===== src/sv/keyed_binary_min_heap_macros.svh =====
// Assertion macros for the keyed binary min-heap.
`ifndef KEYED_BINARY_MIN_HEAP_MACROS_SVH
`define KEYED_BINARY_MIN_HEAP_MACROS_SVH
`ifndef SYNTHESIS
`define KBH_ASSERT_IMPL(label, clk, rst_n, ante, cons) \
    label: assert property (@(posedge clk) disable iff (!rst_n) (ante) |-> (cons)) \
        else $error("heap check failed");
`define KBH_ASSERT_NEXT(label, clk, rst_n, ante, cons) \
    label: assert property (@(posedge clk) disable iff (!rst_n) (ante) |=> (cons)) \
        else $error("heap check failed");
`else
`define KBH_ASSERT_IMPL(label, clk, rst_n, ante, cons)
`define KBH_ASSERT_NEXT(label, clk, rst_n, ante, cons)
`endif
`endif


===== src/sv/kbh_pkg.sv =====
// Package with types, constants and request codes of the keyed binary min-heap.
package kbh_pkg;
    localparam int CAPACITY    = 1024;
    localparam int VALUE_WIDTH = 64;
    localparam int IDX_W       = $clog2(CAPACITY);
    localparam int CNT_W       = $clog2(CAPACITY + 1);
    localparam int POS_W       = 10;

    localparam logic [2:0] KIND_ADD     = 3'd0;
    localparam logic [2:0] KIND_SET     = 3'd1;
    localparam logic [2:0] KIND_DELETE  = 3'd2;
    localparam logic [2:0] KIND_SEARCH  = 3'd3;
    localparam logic [2:0] KIND_MIN     = 3'd4;
    localparam logic [2:0] KIND_MAX     = 3'd5;
    localparam logic [2:0] KIND_EXTRACT = 3'd6;

    typedef struct packed {
        logic [2:0]         kind;
        logic signed [63:0] key;
        logic [63:0]        value;
    } kbh_req_t;

    typedef struct packed {
        logic               status;
        logic signed [63:0] result_key;
        logic [POS_W-1:0]   position;
        logic [63:0]        result_value;
    } kbh_rsp_t;

    // One memory port: read or write at one address
    typedef struct packed {
        logic                   rd;
        logic                   wr;
        logic [IDX_W-1:0]       addr;
        logic signed [63:0]     wkey;
        logic [VALUE_WIDTH-1:0] wval;
    } kbh_mem_req_t;

    typedef struct packed {
        logic signed [63:0]     key;
        logic [VALUE_WIDTH-1:0] val;
    } kbh_entry_t;
endpackage


===== src/sv/kbh_ctrl.sv =====
// Sequencer: key search, sift up/down, max scan and result build over one RAM port.
module kbh_ctrl (
    input  logic                  clk,
    input  logic                  rst_n,
    input  logic                  start,
    input  kbh_pkg::kbh_req_t     req,
    output logic                  busy,
    output logic                  done,
    output kbh_pkg::kbh_rsp_t     rsp,
    output kbh_pkg::kbh_mem_req_t mreq,
    input  kbh_pkg::kbh_entry_t   rdata,
    output logic [kbh_pkg::CNT_W-1:0] count
);
    import kbh_pkg::*;

    localparam logic [4:0] S_IDLE   = 5'd0;
    localparam logic [4:0] S_FIND   = 5'd1;  // read entry idx
    localparam logic [4:0] S_FINDW  = 5'd2;  // compare entry
    localparam logic [4:0] S_DISP   = 5'd3;  // act on search result
    localparam logic [4:0] S_RDLAST = 5'd4;
    localparam logic [4:0] S_GOTLST = 5'd5;
    localparam logic [4:0] S_UPRD   = 5'd6;  // read parent
    localparam logic [4:0] S_UPCMP  = 5'd7;
    localparam logic [4:0] S_UPWR   = 5'd8;  // write parent entry into hole
    localparam logic [4:0] S_DNRDL  = 5'd9;
    localparam logic [4:0] S_DNRDR  = 5'd10;
    localparam logic [4:0] S_DNGL   = 5'd11;
    localparam logic [4:0] S_DNCMP  = 5'd12;
    localparam logic [4:0] S_DNWR   = 5'd13;
    localparam logic [4:0] S_PLACE  = 5'd14; // final write of carried entry
    localparam logic [4:0] S_RDROOT = 5'd15;
    localparam logic [4:0] S_ROOTW  = 5'd16;
    localparam logic [4:0] S_MXRD   = 5'd17;
    localparam logic [4:0] S_MXCMP  = 5'd18;
    localparam logic [4:0] S_MXOUT  = 5'd19;
    localparam logic [4:0] S_MXOW   = 5'd20;
    localparam logic [4:0] S_DONE   = 5'd21;
    localparam logic [4:0] S_DNCHK  = 5'd22;

    logic [4:0]            state_reg, state_next;
    kbh_req_t              req_reg, req_next;
    logic [CNT_W-1:0]      cnt_reg, cnt_next;
    logic [CNT_W-1:0]      idx_reg, idx_next;      // scan / sift position
    logic [CNT_W-1:0]      oth_reg, oth_next;      // parent or child position
    kbh_entry_t            cur_reg, cur_next;      // carried entry
    kbh_entry_t            lft_reg, lft_next;      // left child / best
    logic                  found_reg, found_next;
    logic                  moved_reg, moved_next;  // sift-up moved
    kbh_rsp_t              rsp_reg, rsp_next;

    logic [CNT_W:0]        lchild, rchild;
    logic [CNT_W-1:0]      parent;

    assign lchild = {idx_reg, 1'b1};
    assign rchild = {idx_reg, 1'b0} + (CNT_W+1)'(2);
    assign parent = (idx_reg - CNT_W'(1)) >> 1;
    assign busy   = (state_reg != S_IDLE);
    assign done   = (state_reg == S_DONE);
    assign rsp    = rsp_reg;
    assign count  = cnt_reg;

    always_ff @(posedge clk or negedge rst_n)
    begin
        if (!rst_n)
        begin
            state_reg <= S_IDLE;
            cnt_reg   <= '0;
        end
        else
        begin
            state_reg <= state_next;
            cnt_reg   <= cnt_next;
        end
    end

    always_ff @(posedge clk)
    begin
        req_reg   <= req_next;
        idx_reg   <= idx_next;
        oth_reg   <= oth_next;
        cur_reg   <= cur_next;
        lft_reg   <= lft_next;
        found_reg <= found_next;
        moved_reg <= moved_next;
        rsp_reg   <= rsp_next;
    end

    // Sequencer
    always_comb
    begin
        state_next = state_reg;
        req_next   = req_reg;
        cnt_next   = cnt_reg;
        idx_next   = idx_reg;
        oth_next   = oth_reg;
        cur_next   = cur_reg;
        lft_next   = lft_reg;
        found_next = found_reg;
        moved_next = moved_reg;
        rsp_next   = rsp_reg;
        mreq       = '0;
        case (state_reg)
            S_IDLE:
            begin
                if (start)
                begin
                    req_next   = req;
                    req_next.value = 64'(req.value[VALUE_WIDTH-1:0]);
                    rsp_next   = '0;
                    rsp_next.status = 1'b1;
                    idx_next   = '0;
                    found_next = 1'b0;
                    case (req.kind)
                        KIND_ADD, KIND_SET, KIND_DELETE, KIND_SEARCH:
                            state_next = (cnt_reg == '0) ? S_DISP : S_FIND;
                        KIND_MIN, KIND_EXTRACT:
                            state_next = (cnt_reg == '0) ? S_DONE : S_RDROOT;
                        KIND_MAX:
                        begin
                            idx_next   = cnt_reg >> 1;
                            oth_next   = cnt_reg >> 1;
                            state_next = (cnt_reg == '0) ? S_DONE : S_MXRD;
                        end
                        default:
                            state_next = S_DONE;
                    endcase
                end
            end
            S_FIND:
            begin
                mreq.rd    = 1'b1;
                mreq.addr  = idx_reg[IDX_W-1:0];
                state_next = S_FINDW;
            end
            S_FINDW:
            begin
                if (rdata.key == req_reg.key)
                begin
                    found_next = 1'b1;
                    lft_next   = rdata;
                    state_next = S_DISP;
                end
                else if (idx_reg + CNT_W'(1) >= cnt_reg)
                    state_next = S_DISP;
                else
                begin
                    idx_next   = idx_reg + CNT_W'(1);
                    state_next = S_FIND;
                end
            end
            S_DISP:
            begin
                state_next = S_DONE;
                case (req_reg.kind)
                    KIND_ADD:
                    begin
                        if (!found_reg && cnt_reg != CNT_W'(CAPACITY))
                        begin
                            rsp_next.status = 1'b0;
                            cur_next   = '{key: req_reg.key,
                                           val: req_reg.value[VALUE_WIDTH-1:0]};
                            idx_next   = cnt_reg;
                            cnt_next   = cnt_reg + CNT_W'(1);
                            moved_next = 1'b0;
                            state_next = (cnt_reg == '0) ? S_PLACE : S_UPRD;
                        end
                    end
                    KIND_SET:
                    begin
                        if (found_reg)
                        begin
                            rsp_next.status = 1'b0;
                            mreq.wr   = 1'b1;
                            mreq.addr = idx_reg[IDX_W-1:0];
                            mreq.wkey = lft_reg.key;
                            mreq.wval = req_reg.value[VALUE_WIDTH-1:0];
                        end
                    end
                    KIND_SEARCH:
                    begin
                        if (found_reg)
                        begin
                            rsp_next.status       = 1'b0;
                            rsp_next.result_key   = req_reg.key;
                            rsp_next.position     = POS_W'(idx_reg);
                            rsp_next.result_value = 64'(lft_reg.val);
                        end
                    end
                    KIND_DELETE:
                    begin
                        if (found_reg)
                        begin
                            rsp_next.status = 1'b0;
                            cnt_next = cnt_reg - CNT_W'(1);
                            if (idx_reg != cnt_reg - CNT_W'(1))
                                state_next = S_RDLAST;
                        end
                    end
                    default: ;
                endcase
            end
            S_RDLAST:
            begin
                mreq.rd    = 1'b1;
                mreq.addr  = cnt_reg[IDX_W-1:0];
                state_next = S_GOTLST;
            end
            S_GOTLST:
            begin
                cur_next   = rdata;
                moved_next = 1'b0;
                state_next = (idx_reg == '0) ? S_DNCHK : S_UPRD;
            end
            // Sift up: hole at idx, carried entry cur
            S_UPRD:
            begin
                mreq.rd    = 1'b1;
                mreq.addr  = parent[IDX_W-1:0];
                oth_next   = parent;
                state_next = S_UPCMP;
            end
            S_UPCMP:
            begin
                if (cur_reg.key < rdata.key)
                begin
                    lft_next   = rdata;
                    state_next = S_UPWR;
                end
                else
                    state_next = (moved_reg || req_reg.kind == KIND_ADD) ? S_PLACE
                                                                          : S_DNCHK;
            end
            S_UPWR:
            begin
                mreq.wr    = 1'b1;
                mreq.addr  = idx_reg[IDX_W-1:0];
                mreq.wkey  = lft_reg.key;
                mreq.wval  = lft_reg.val;
                idx_next   = oth_reg;
                moved_next = 1'b1;
                state_next = (oth_reg == '0) ? S_PLACE : S_UPRD;
            end
            // Sift down: hole at idx
            S_DNCHK:
            begin
                if (lchild >= {1'b0, cnt_reg})
                    state_next = S_PLACE;
                else
                    state_next = S_DNRDL;
            end
            S_DNRDL:
            begin
                mreq.rd    = 1'b1;
                mreq.addr  = lchild[IDX_W-1:0];
                state_next = S_DNGL;
            end
            S_DNGL:
            begin
                lft_next = rdata;
                oth_next = lchild[CNT_W-1:0];
                if (rchild < {1'b0, cnt_reg})
                begin
                    mreq.rd   = 1'b1;
                    mreq.addr = rchild[IDX_W-1:0];
                    state_next = S_DNRDR;
                end
                else
                    state_next = S_DNCMP;
            end
            S_DNRDR:
            begin
                if (rdata.key < lft_reg.key)
                begin
                    lft_next = rdata;
                    oth_next = rchild[CNT_W-1:0];
                end
                state_next = S_DNCMP;
            end
            S_DNCMP:
            begin
                if (lft_reg.key < cur_reg.key)
                    state_next = S_DNWR;
                else
                    state_next = S_PLACE;
            end
            S_DNWR:
            begin
                mreq.wr    = 1'b1;
                mreq.addr  = idx_reg[IDX_W-1:0];
                mreq.wkey  = lft_reg.key;
                mreq.wval  = lft_reg.val;
                idx_next   = oth_reg;
                state_next = S_DNCHK;
            end
            S_PLACE:
            begin
                mreq.wr    = 1'b1;
                mreq.addr  = idx_reg[IDX_W-1:0];
                mreq.wkey  = cur_reg.key;
                mreq.wval  = cur_reg.val;
                state_next = S_DONE;
            end
            // Min and extract read the root
            S_RDROOT:
            begin
                mreq.rd    = 1'b1;
                mreq.addr  = '0;
                state_next = S_ROOTW;
            end
            S_ROOTW:
            begin
                rsp_next.status       = 1'b0;
                rsp_next.result_key   = rdata.key;
                rsp_next.result_value = 64'(rdata.val);
                rsp_next.position     = '0;
                if (req_reg.kind == KIND_EXTRACT)
                begin
                    cnt_next   = cnt_reg - CNT_W'(1);
                    idx_next   = '0;
                    state_next = (cnt_reg == CNT_W'(1)) ? S_DONE : S_RDLAST;
                end
                else
                    state_next = S_DONE;
            end
            // Max: scan leaves, oth holds best index
            S_MXRD:
            begin
                mreq.rd    = 1'b1;
                mreq.addr  = idx_reg[IDX_W-1:0];
                state_next = S_MXCMP;
            end
            S_MXCMP:
            begin
                if (idx_reg == oth_reg || lft_reg.key < rdata.key)
                begin
                    lft_next = rdata;
                    oth_next = idx_reg;
                end
                if (idx_reg + CNT_W'(1) >= cnt_reg)
                    state_next = S_MXOUT;
                else
                begin
                    idx_next   = idx_reg + CNT_W'(1);
                    state_next = S_MXRD;
                end
            end
            S_MXOUT:
            begin
                rsp_next.status       = 1'b0;
                rsp_next.result_key   = lft_reg.key;
                rsp_next.position     = POS_W'(oth_reg);
                rsp_next.result_value = 64'(lft_reg.val);
                state_next            = S_DONE;
            end
            S_DONE:
                state_next = S_IDLE;
            default:
                state_next = S_IDLE;
        endcase
    end
endmodule

===== config.mk =====
export PLATFORM = sky130hd
export DESIGN_NAME = kbh_ctrl
export DESIGN_NICKNAME = d
export VERILOG_FILES = /design/src/sv/keyed_binary_min_heap_macros.svh /design/src/sv/kbh_pkg.sv /design/src/sv/kbh_ctrl.sv
export SDC_FILE = /design/constraint.sdc
export NUM_CORES = 1
export LEC_CHECK = 0
export BUFFER_PORTS_ARGS = -buffer_cell sky130_fd_sc_hd__buf_2
export CORE_MARGIN = 2
export CORE_UTILIZATION = 30
export CTS_CLUSTER_DIAMETER = 50
export DETAILED_ROUTE_END_ITERATION = 7
export GPL_TIMING_DRIVEN = 0
export PLACE_DENSITY_LB_ADDON = 0.25
export SYNTH_ARGS = -nofsm -noshare
export SYNTH_HDL_FRONTEND = slang
export SYNTH_SLANG_ARGS = --single-unit
export TNS_END_PERCENT = 1

===== constraint.sdc =====
create_clock -name clk -period 27.4 [get_ports clk]
set_input_delay 4.11 -clock clk [delete_from_list [all_inputs] [get_ports clk]]
set_output_delay 4.11 -clock clk [all_outputs]
set_load 0.05 [all_outputs]

==> results of run 1 <==
## logic make-up (layout without fill, tap and decap cells)
family | Yosys count | count (layout) | synth area share (%)
buf+inv | 366 | 1119 | 4.58
mux | 82 | 82 | 2.95
compound gates | 682 | 682 | 15.8
xor+xnor | 122 | 122 | 3.48
other cells | 0 | 10 | 0
fa+ha+maj | 227 | 227 | 9.26
flops | 566 | 566 | 55.2
simple gates | 549 | 549 | 8.73
## final cells by class
| cell class | instances | area (sq um) |
|---|---|---|
| Sequential cell | 566 | 16900 |
| Multi-Input combinational cell | 1662 | 12400 |
| Inverter | 215 | 807 |
| Fill cell | 10100 | 63000 |
| Buffer | 151 | 597 |
| Clock buffer | 104 | 2310 |
| Timing Repair Buffer | 591 | 3230 |
| Tap cell | 1368 | 1710 |
| Antenna cell | 10 | 25.0 |
| Clock inverter | 58 | 617 |
## worst reg2reg max path, cell delays in order, from the launching register on
cell and delay, ns:
sky130_fd_sc_hd__edfxtp_1 0.47, sky130_fd_sc_hd__ha_1 0.34, sky130_fd_sc_hd__nand4_1 0.19, sky130_fd_sc_hd__nor4_1 0.34, sky130_fd_sc_hd__nand3_1 0.32, sky130_fd_sc_hd__nor4_1 0.66
sky130_fd_sc_hd__o41ai_1 0.37, sky130_fd_sc_hd__o211ai_1 0.32, sky130_fd_sc_hd__mux2i_1 0.60, sky130_fd_sc_hd__mux2i_1 0.30, sky130_fd_sc_hd__a2111oi_2 0.54, sky130_fd_sc_hd__buf_2 0.33
sky130_fd_sc_hd__buf_4 0.21, sky130_fd_sc_hd__buf_2 0.24, sky130_fd_sc_hd__buf_4 0.19, sky130_fd_sc_hd__buf_2 0.23, sky130_fd_sc_hd__buf_2 0.25, sky130_fd_sc_hd__buf_4 0.19
sky130_fd_sc_hd__buf_4 0.16, sky130_fd_sc_hd__buf_4 0.17
## placed cells by master, fill, tap and decap left out, types with 69 or more instances in the layout
master and instances:
sky130_fd_sc_hd__clkbuf_16 90, sky130_fd_sc_hd__nor2_1 75, sky130_fd_sc_hd__edfxtp_1 550, sky130_fd_sc_hd__ha_1 227, sky130_fd_sc_hd__buf_2 571, sky130_fd_sc_hd__a222oi_1 74, sky130_fd_sc_hd__clkbuf_1 126, sky130_fd_sc_hd__inv_1 214
sky130_fd_sc_hd__a22oi_1 69, sky130_fd_sc_hd__xor2_1 89, sky130_fd_sc_hd__o21ai_0 182, sky130_fd_sc_hd__a22o_1 129, sky130_fd_sc_hd__nand2_1 189, sky130_fd_sc_hd__a21oi_1 97, sky130_fd_sc_hd__nand3_1 96
## worst max path at each step
stage | cells after the start | end
finish | 21 | lft_reg[49]
global route | 21 | lft_reg[48]
CTS | 21 | lft_reg[49]
detailed placement | 21 | lft_reg[48]
global placement | 12 | lft_reg[124]
floorplan | 10 | lft_reg[0]
## power breakdown
group	switching (W)	internal, W	total, W
sequential	0.000171	0.00135	0.00152
combinational	0.00156	0.000585	0.00215
clock	0.000450	0.000682	0.00113
## layer usage
metal | part of all wire [%] | track usage (%)
met5 | 0.020 | 0
met4 | 2.9 | 7.53
met3 | 6.6 | 4.03
met2 | 47 | 35.8
met1 | 44 | 30.8
## metrics by stage
stage | setup slack [ns] | instances | TNS [ns]
6_report | 17.43 | 4725 | 0
5_1_grt | 16.94 | 4722 | 0
4_1_cts | 17.28 | 4713 | 0
3_5_place_dp | 16.60 | 4551 | 0
3_3_place_gp | -8.38 | 4515 | -1068.97
2_1_floorplan | 6.88 | 2594 | 0
==> reports/results.md, run 1 <==
| Item | Reported |
|---|---|
| Relative slew slack | 3.51% |
| Final worst-path cycle share | 36.4% |
| Worst path slowest cell | sky130_fd_sc_hd__nor4_1 |
| #FFs+latches synth | 566 |
| Setup clock skew after layout | 0.0329 ns |
| Total number of clock tree sinks | 566 |
| Number of distinct standard cells referenced by the synthesized netlist | 69 |
| Placement Cell Area | 0.0356 sq mm |
| Worst Setup SP | rdata[121] |
| Largest fanout on the critical path | 7 |
| Static leakage | 16.0 nW |
| Run status | finished with violations |
| Standard cell core area | 0.102 sq mm |
| PnR Total Power | 0.00480 W |
| Global routing usage summed across all routing layers | 22.5% |
| Min-delay worst type | reg -> reg |
| Remaining DRCs | 2 |
| Inserted Clock Buffers | 88 |
| Fraction of final layout cells sized beyond drive strength 1 | 24.7% |
| Gpl congestion | 0.945 |
| Gate family responsible for the most delay along the worst path | buffers and inverters |
| Detailed-route vias per instance | 5.29 |
| Final setup vio count | 0 |
| Largest net degree at the start of global routing | 56 |
| Share of the yosys chip area belonging to registers | 55.2% |
| Via count of the routed design | 25,000 |
| RR Startpoint | lft_reg[123] |
| Die X-Extent | 324 microns |
| Setup Buffers After CTS | 0 |
| CTS root buf | sky130_fd_sc_hd__clkbuf_16 |
| Chip height | 324 microns |
| Buffers and inverters on the worst path | 11 |
| Area of the mapped netlist | 0.0307 sq mm |
| Worst setup EP type | flop |
| Net count after synthesis | 3,083 |
| Number of max-capacitance violations reported | 0 |
| Proportion of netlist area held by the largest area contributor | 53.9% |
| Most area-hungry cell type in the Yosys netlist | sky130_fd_sc_hd__edfxtp_1 |
| Effective utilization at floorplan | 30.2% |
| Via count of the first global-routing pass | 24,500 |
| Power per unit of standard cell area | 124 mW/mm^2 |
| CTS tree | built |
| Total number of yosys warnings | 0 |
| Die footprint | 0.105 sq mm |
| Post-layout min period | 9.97 ns |
| WS Path Type | in -> reg |
| Count of pins over their slew limit | 0 |
| Top achievable clock speed | 0.100 GHz |
| WP data arrival | 10.34 ns |
| Detailed-router iteration count before antenna repair | 8 |
| Endpoints failing hold | 0 |
| CP max stage delay | 0.65 ns |
| CTS hold repair buffers | 0 |
| Total Routed Length | 122,000 microns |
| Remaining antenna violation count after routing | 0 |
| Max reg flops | 139 |
| Share of synthesized registers carrying an async set or reset | 2.83% |
| End-of-flow core utilization | 38.0% |
| Cell depth of the worst min-delay path | 1 |
| R2R cell count | 19 |
| WHS | 0.567 ns |
| HPWL after detailed placement | 94,100 microns |
| Number of enable flip-flop cells after synthesis | 550 |
| CTS H-tree depth | 3 |
| Critical-path cell list | buf_2 -> inv_1 -> ha_1 -> nand4_1 -> nor4_1 -> nand3_1 -> nor4_1 -> o41ai_1 -> o211ai_1 -> mux2i_1 -> mux2i_1 -> a2111oi_2 -> buf_2 -> buf_4 -> buf_2 -> buf_4 -> buf_2 -> buf_2 -> buf_4 -> buf_4 -> buf_4 |
| GRT Residual Overflow | 0 |
| Iteration-0 DRC Markers | 2,521 |
| Area Growth Syn to Fin | 25.8% |
| Most numerous cell in the Yosys netlist | sky130_fd_sc_hd__edfxtp_1 |
| Final design area excluding fillers | 0.0386 sq mm |
| Failing checks | design-rule violations |
| Top cells by area in the synthesized netlist | sky130_fd_sc_hd__edfxtp_1, sky130_fd_sc_hd__ha_1, sky130_fd_sc_hd__a22o_1, sky130_fd_sc_hd__o21ai_0, sky130_fd_sc_hd__inv_1 |
| Most used standard cells in the synthesized netlist | sky130_fd_sc_hd__edfxtp_1, sky130_fd_sc_hd__ha_1, sky130_fd_sc_hd__inv_1, sky130_fd_sc_hd__nand2_1, sky130_fd_sc_hd__o21ai_0 |
| I/O pin cnt | 554 |
| Required time of the worst setup path | 27.77 ns |
| Unrepaired setup endpoints after global routing | no |
| NumNets Final | 3,764 |
| Routed length per instance | 25.8 microns |
| Worst r2r dst | lft_reg[49] |
| Slew at the pin closest to its max-slew limit | 1.45 ns |
| Peak supply drop | 0.0616 mV |
| Worst hold path startpoint | lft_reg[19] |
| Global-route wire length before repair | 172,000 microns |
| Number of standard-cell rows in the floorplan | 117 |
| Latest clock arrival within the worst-skew pair | 0.68 ns |
| Port Buf Inserts | 553 |
| Element type at the critical path start | primary input |
| Number of cells produced by synthesis | 2,594 |
| Avg Cell Area, Syn | 11.8 sq um |
| Clk pin slew, worst setup/hold paths | 0.06 ns |
| Initial antenna violation count | 18 |
| Count of instances resized after the clock tree is built | 0 |
| Capture endpoint of the worst hold path | rsp[19] |
| Minimum setup slack among reg-to-reg paths | 20.69 ns |
| Bufs on Longest Clock Path | 3 |
| Commonest register cell after synthesis | sky130_fd_sc_hd__edfxtp_1 |
(Power assumes the default switching activity.)
==> run 2: changes to the inputs <==
--- a/config.mk
+++ b/config.mk
@@ -5,6 +5,7 @@
 export SDC_FILE = /design/constraint.sdc
 export NUM_CORES = 1
 export LEC_CHECK = 0
+export ABC_AREA = 1
 export BUFFER_PORTS_ARGS = -buffer_cell sky130_fd_sc_hd__buf_2
 export CORE_MARGIN = 2
 export CORE_UTILIZATION = 30
==> constraint.sdc (replaced) <==
create_clock -name clk -period 8.5 [get_ports clk]
set_input_delay 1.275 -clock clk [delete_from_list [all_inputs] [get_ports clk]]
set_output_delay 1.275 -clock clk [all_outputs]
set_load 0.05 [all_outputs]
==> reports/results.md, run 2 <==
| Item | Reported | Delta |
|---|---|---|
| Effective utilization at floorplan | 30.1% | was 30.2% |
| Most area-hungry cell type in the Yosys netlist | sky130_fd_sc_hd__edfxtp_1 | unchanged |
| Die footprint | 0.106 sq mm | was 0.105 sq mm |
| Critical-path cell list | ha_1 -> nand2_1 -> nor3_1 -> a211oi_1 -> ha_1 -> a21oi_1 -> nor2_1 -> a211oi_1 -> nand2_1 -> nand2_1 -> nand2_1 -> nand2_1 -> nand2_1 -> nor2_4 -> inv_2 -> o211ai_1 -> buf_2 | was buf_2 -> inv_1 -> ha_1 -> nand4_1 -> nor4_1 -> nand3_1 -> nor4_1 -> o41ai_1 -> o211ai_1 -> mux2i_1 -> mux2i_1 -> a2111oi_2 -> buf_2 -> buf_4 -> buf_2 -> buf_4 -> buf_2 -> buf_2 -> buf_4 -> buf_4 -> buf_4 |
| Detailed-router iteration count before antenna repair | 6 | was 8 |
| Number of max-capacitance violations reported | 0 | unchanged |
| Buffers and inverters on the worst path | 2 | was 11 |
| CTS hold repair buffers | 0 | unchanged |
| Gate family responsible for the most delay along the worst path | compound AO/OA/AOI/OAI gates | was buffers and inverters |
| Number of cells produced by synthesis | 3,140 | was 2,594 |
| Post-route non-filler standard cell count | 5,269 | was 4,725 |
| Static leakage | 16.6 nW | was 16.0 nW |
| PnR Total Power | 0.0155 W | was 0.00480 W |
| Number of enable flip-flop cells after synthesis | 550 | unchanged |
| Slew at the pin closest to its max-slew limit | 1.39 ns | was 1.45 ns |
| Commonest register cell after synthesis | sky130_fd_sc_hd__edfxtp_1 | unchanged |
| Global-route wire length before repair | 181,000 microns | was 172,000 microns |
| Bufs on Longest Clock Path | 3 | unchanged |
| Latest clock arrival within the worst-skew pair | 0.65 ns | was 0.68 ns |
| Net count after synthesis | 3,629 | was 3,083 |
| Worst setup EP type | output port | was flop |
| Top cells by area in the synthesized netlist | sky130_fd_sc_hd__edfxtp_1, sky130_fd_sc_hd__ha_1, sky130_fd_sc_hd__nand2_1, sky130_fd_sc_hd__o21ai_0, sky130_fd_sc_hd__inv_1 | was sky130_fd_sc_hd__edfxtp_1, sky130_fd_sc_hd__ha_1, sky130_fd_sc_hd__a22o_1, sky130_fd_sc_hd__o21ai_0, sky130_fd_sc_hd__inv_1 |
| Total number of yosys warnings | 0 | unchanged |
| Fraction of final layout cells sized beyond drive strength 1 | 20.6% | was 24.7% |
| Gpl congestion | 0.928 | was 0.945 |
| Chip height | 326 microns | was 324 microns |
| Via count of the first global-routing pass | 26,400 | was 24,500 |
| Iteration-0 DRC Markers | 2,303 | was 2,521 |
| Routed length per instance | 24.0 microns | was 25.8 microns |
| Inst Count DP | 5,098 | was 4,551 |
| Number of fill cells | 10,400 | was 10,100 |
| Standard cell core area | 0.103 sq mm | was 0.102 sq mm |
| CTS tree | built | unchanged |
| Inserted Clock Buffers | 89 | was 88 |
| Total number of clock tree sinks | 566 | unchanged |
| Via count of the routed design | 26,600 | was 25,000 |
| Setup clock skew after layout | 0.0331 ns | was 0.0329 ns |
| Relative slew slack | 7.31% | was 3.51% |
| Largest net degree at the start of global routing | 32 | was 56 |
| CP max stage delay | 0.91 ns | was 0.65 ns |
| Final design area excluding fillers | 0.0392 sq mm | was 0.0386 sq mm |
| Number of distinct standard cells referenced by the synthesized netlist | 47 | was 69 |
| Element type at the critical path start | flop | was primary input |
| Most used standard cells in the synthesized netlist | sky130_fd_sc_hd__nand2_1, sky130_fd_sc_hd__edfxtp_1, sky130_fd_sc_hd__inv_1, sky130_fd_sc_hd__o21ai_0, sky130_fd_sc_hd__ha_1 | was sky130_fd_sc_hd__edfxtp_1, sky130_fd_sc_hd__ha_1, sky130_fd_sc_hd__inv_1, sky130_fd_sc_hd__nand2_1, sky130_fd_sc_hd__o21ai_0 |
| Placement Cell Area | 0.0361 sq mm | was 0.0356 sq mm |
| Area of the mapped netlist | 0.0311 sq mm | was 0.0307 sq mm |
| Worst path slowest cell | sky130_fd_sc_hd__a211oi_1 | was sky130_fd_sc_hd__nor4_1 |
| Setup Buffers After CTS | 0 | unchanged |
| Most numerous cell in the Yosys netlist | sky130_fd_sc_hd__nand2_1 | was sky130_fd_sc_hd__edfxtp_1 |
| Worst Setup Slack post-DPL | 3.00 ns | was 16.60 ns |
| Area Growth Syn to Fin | 26.0% | was 25.8% |
| I/O pin cnt | 554 | unchanged |
| Number of standard-cell rows in the floorplan | 118 | was 117 |
| #FFs+latches synth | 566 | unchanged |
| Global routing usage summed across all routing layers | 23.3% | was 22.5% |
| Clk pin slew, worst setup/hold paths | 0.06 ns | about the same |
| CTS root buf | sky130_fd_sc_hd__clkbuf_16 | unchanged |
| WP data arrival | 5.01 ns | was 10.34 ns |
| Run status | complete, no violations | was finished with violations |
| Endpoints failing hold | 0 | unchanged |
| Die X-Extent | 326 microns | was 324 microns |
| Most common cell after layout, fill and taps aside | sky130_fd_sc_hd__nand2_1 | was sky130_fd_sc_hd__buf_2 |
| HPWL after detailed placement | 96,600 microns | was 94,100 microns |
| Port Buf Inserts | 553 | unchanged |
| Initial antenna violation count | 34 | was 18 |
| Leading cell types in the layout, fill and taps excluded | sky130_fd_sc_hd__nand2_1, sky130_fd_sc_hd__buf_2, sky130_fd_sc_hd__edfxtp_1 | was sky130_fd_sc_hd__buf_2, sky130_fd_sc_hd__edfxtp_1, sky130_fd_sc_hd__ha_1 |
| Detailed-route vias per instance | 5.04 | was 5.29 |
| Peak supply drop | 0.220 mV | was 0.0616 mV |
| Final worst-path cycle share | 73.9% |  |
| Avg Cell Area, Syn | 9.90 sq um | was 11.8 sq um |
| Post-layout min period | 6.28 ns |  |
| Max reg flops | 139 | unchanged |
| Unrepaired setup endpoints after global routing | no | unchanged |
| NumNets Final | 4,298 | was 3,764 |
| CP dominant cell by count | sky130_fd_sc_hd__nand2_1 |  |
| WS Path Type | reg -> out | was in -> reg |
| Top achievable clock speed | 0.159 GHz |  |
| CTS H-tree depth | 3 | unchanged |
| Largest fanout on the critical path | 8 | was 7 |
| Count of instances resized after the clock tree is built | 0 | unchanged |
| GRT Residual Overflow | 0 | unchanged |
| Final setup vio count | 0 | unchanged |
| Total Routed Length | 126,000 microns | was 122,000 microns |
| Proportion of netlist area held by the largest area contributor | 53.1% | was 53.9% |
| Final setup margin | 2.22 ns | was 17.43 ns |
| Share of synthesized registers carrying an async set or reset | 2.83% | unchanged |
| Min-delay worst type | reg -> reg | unchanged |
| Required time of the worst setup path | 7.22 ns | was 27.77 ns |
| Power per unit of standard cell area | 396 mW/mm^2 | was 124 mW/mm^2 |
| Share of the yosys chip area belonging to registers | 54.4% | was 55.2% |
| Count of pins over their slew limit | 0 | unchanged |
| Remaining antenna violation count after routing | 0 | unchanged |
| Remaining DRCs | 0 | was 2 |
run 2: changes by cell type in the layout (fill, tap and decap cells not counted), moves of 70 or more:
cell                       before  now
sky130_fd_sc_hd__nand2_1      189  663
sky130_fd_sc_hd__o211ai_1      13  116
sky130_fd_sc_hd__inv_1        214  383
sky130_fd_sc_hd__nor2_1        75  145
sky130_fd_sc_hd__o21ai_0      182  309
sky130_fd_sc_hd__o22ai_1        4   84
sky130_fd_sc_hd__a22o_1       129    0
sky130_fd_sc_hd__a222oi_1      74    0
run 2: worst paths after layout:
kind | from | end | depth (start not counted) | slack [ns]
worst max-delay path | idx_reg[1] | mreq[135] | 17 | 2.22
worst min-delay path | req_reg[40] | cur_reg[40] | 2 | 0.55
worst max register to register | idx_reg[0] | idx_reg[3] | 15 | 4.38
worst min register to register | req_reg[40] | cur_reg[40] | 2 | 0.55
max in group asynchronous | rst_n | count[0] | 1 | 7.61
min in group asynchronous | rst_n | state_reg[1] | 1 | 0.58
run 2: layer usage:
layer	vias up	GRT usage, %	share of wire, %
met5	-	0	0.099
met4	20	7.76	3.1
met3	209	5.55	8.8
met2	1120	38.0	46
met1	12700	30.3	42
li1	12500	-	-
run 2: power breakdown:
group	total [W]	switching [W]	internal (W)	leakage, nW
Sequential	0.00501	0.000551	0.00445	5.34
Combinational	0.00675	0.00503	0.00172	9.77
Clock	0.00377	0.00142	0.00235	1.48
Total	0.0155	0.00701	0.00852	16.6
run 2: layout make-up:
cell class | count | area, sq um | share of cell area (%)
Antenna cell | 13 | 32.5 | 0.0830
Clock inverter | 54 | 651 | 1.66
Timing Repair Buffer | 578 | 3270 | 8.36
Inverter | 407 | 1530 | 3.91
Multi-Input combinational cell | 2041 | 12100 | 31.0
Buffer | 126 | 533 | 1.36
Clock buffer | 104 | 2370 | 6.05
Tap cell | 1380 | 1730 | 4.41
Sequential cell | 566 | 16900 | 43.2
run 2: worst register-to-register path: stages, from the launching register on:
cell and delay (ns):
sky130_fd_sc_hd__edfxtp_1 0.53, sky130_fd_sc_hd__clkinv_1 0.46, sky130_fd_sc_hd__nor3_2 0.35, sky130_fd_sc_hd__nand4_1 0.17, sky130_fd_sc_hd__nor2_1 0.19, sky130_fd_sc_hd__nand3_1 0.11
sky130_fd_sc_hd__xor2_1 0.46, sky130_fd_sc_hd__ha_1 0.34, sky130_fd_sc_hd__and3_1 0.16, sky130_fd_sc_hd__nand3b_1 0.09, sky130_fd_sc_hd__nand4_1 0.16, sky130_fd_sc_hd__inv_1 0.10
sky130_fd_sc_hd__o21ai_0 0.09, sky130_fd_sc_hd__nor4_2 0.22, sky130_fd_sc_hd__buf_4 0.22, sky130_fd_sc_hd__buf_4 0.18
run 2: stage by stage:
step	hold WS, ns	utilization (%)	TNS [ns]
floorplan	0.521	-	-18.05
global placement	0.536	34.5	-2354.13
detailed placement	0.540	35.0	0
CTS	0.529	37.9	0
global route	0.568	37.9	0
finish	0.552	38.0	0
run 2: kinds of logic (layout without fill, tap and decap cells):
family	after synthesis	after routing	synth area share, %
XOR/XNOR	93	93	2.62
adder cells (fa/ha/maj)	227	227	9.14
buffers and inverters	533	1269	6.64
other	0	13	0
flip-flops	566	566	54.4
AO/OA/AOI/OAI	745	745	14.1
AND/OR/NAND/NOR	976	976	13.0
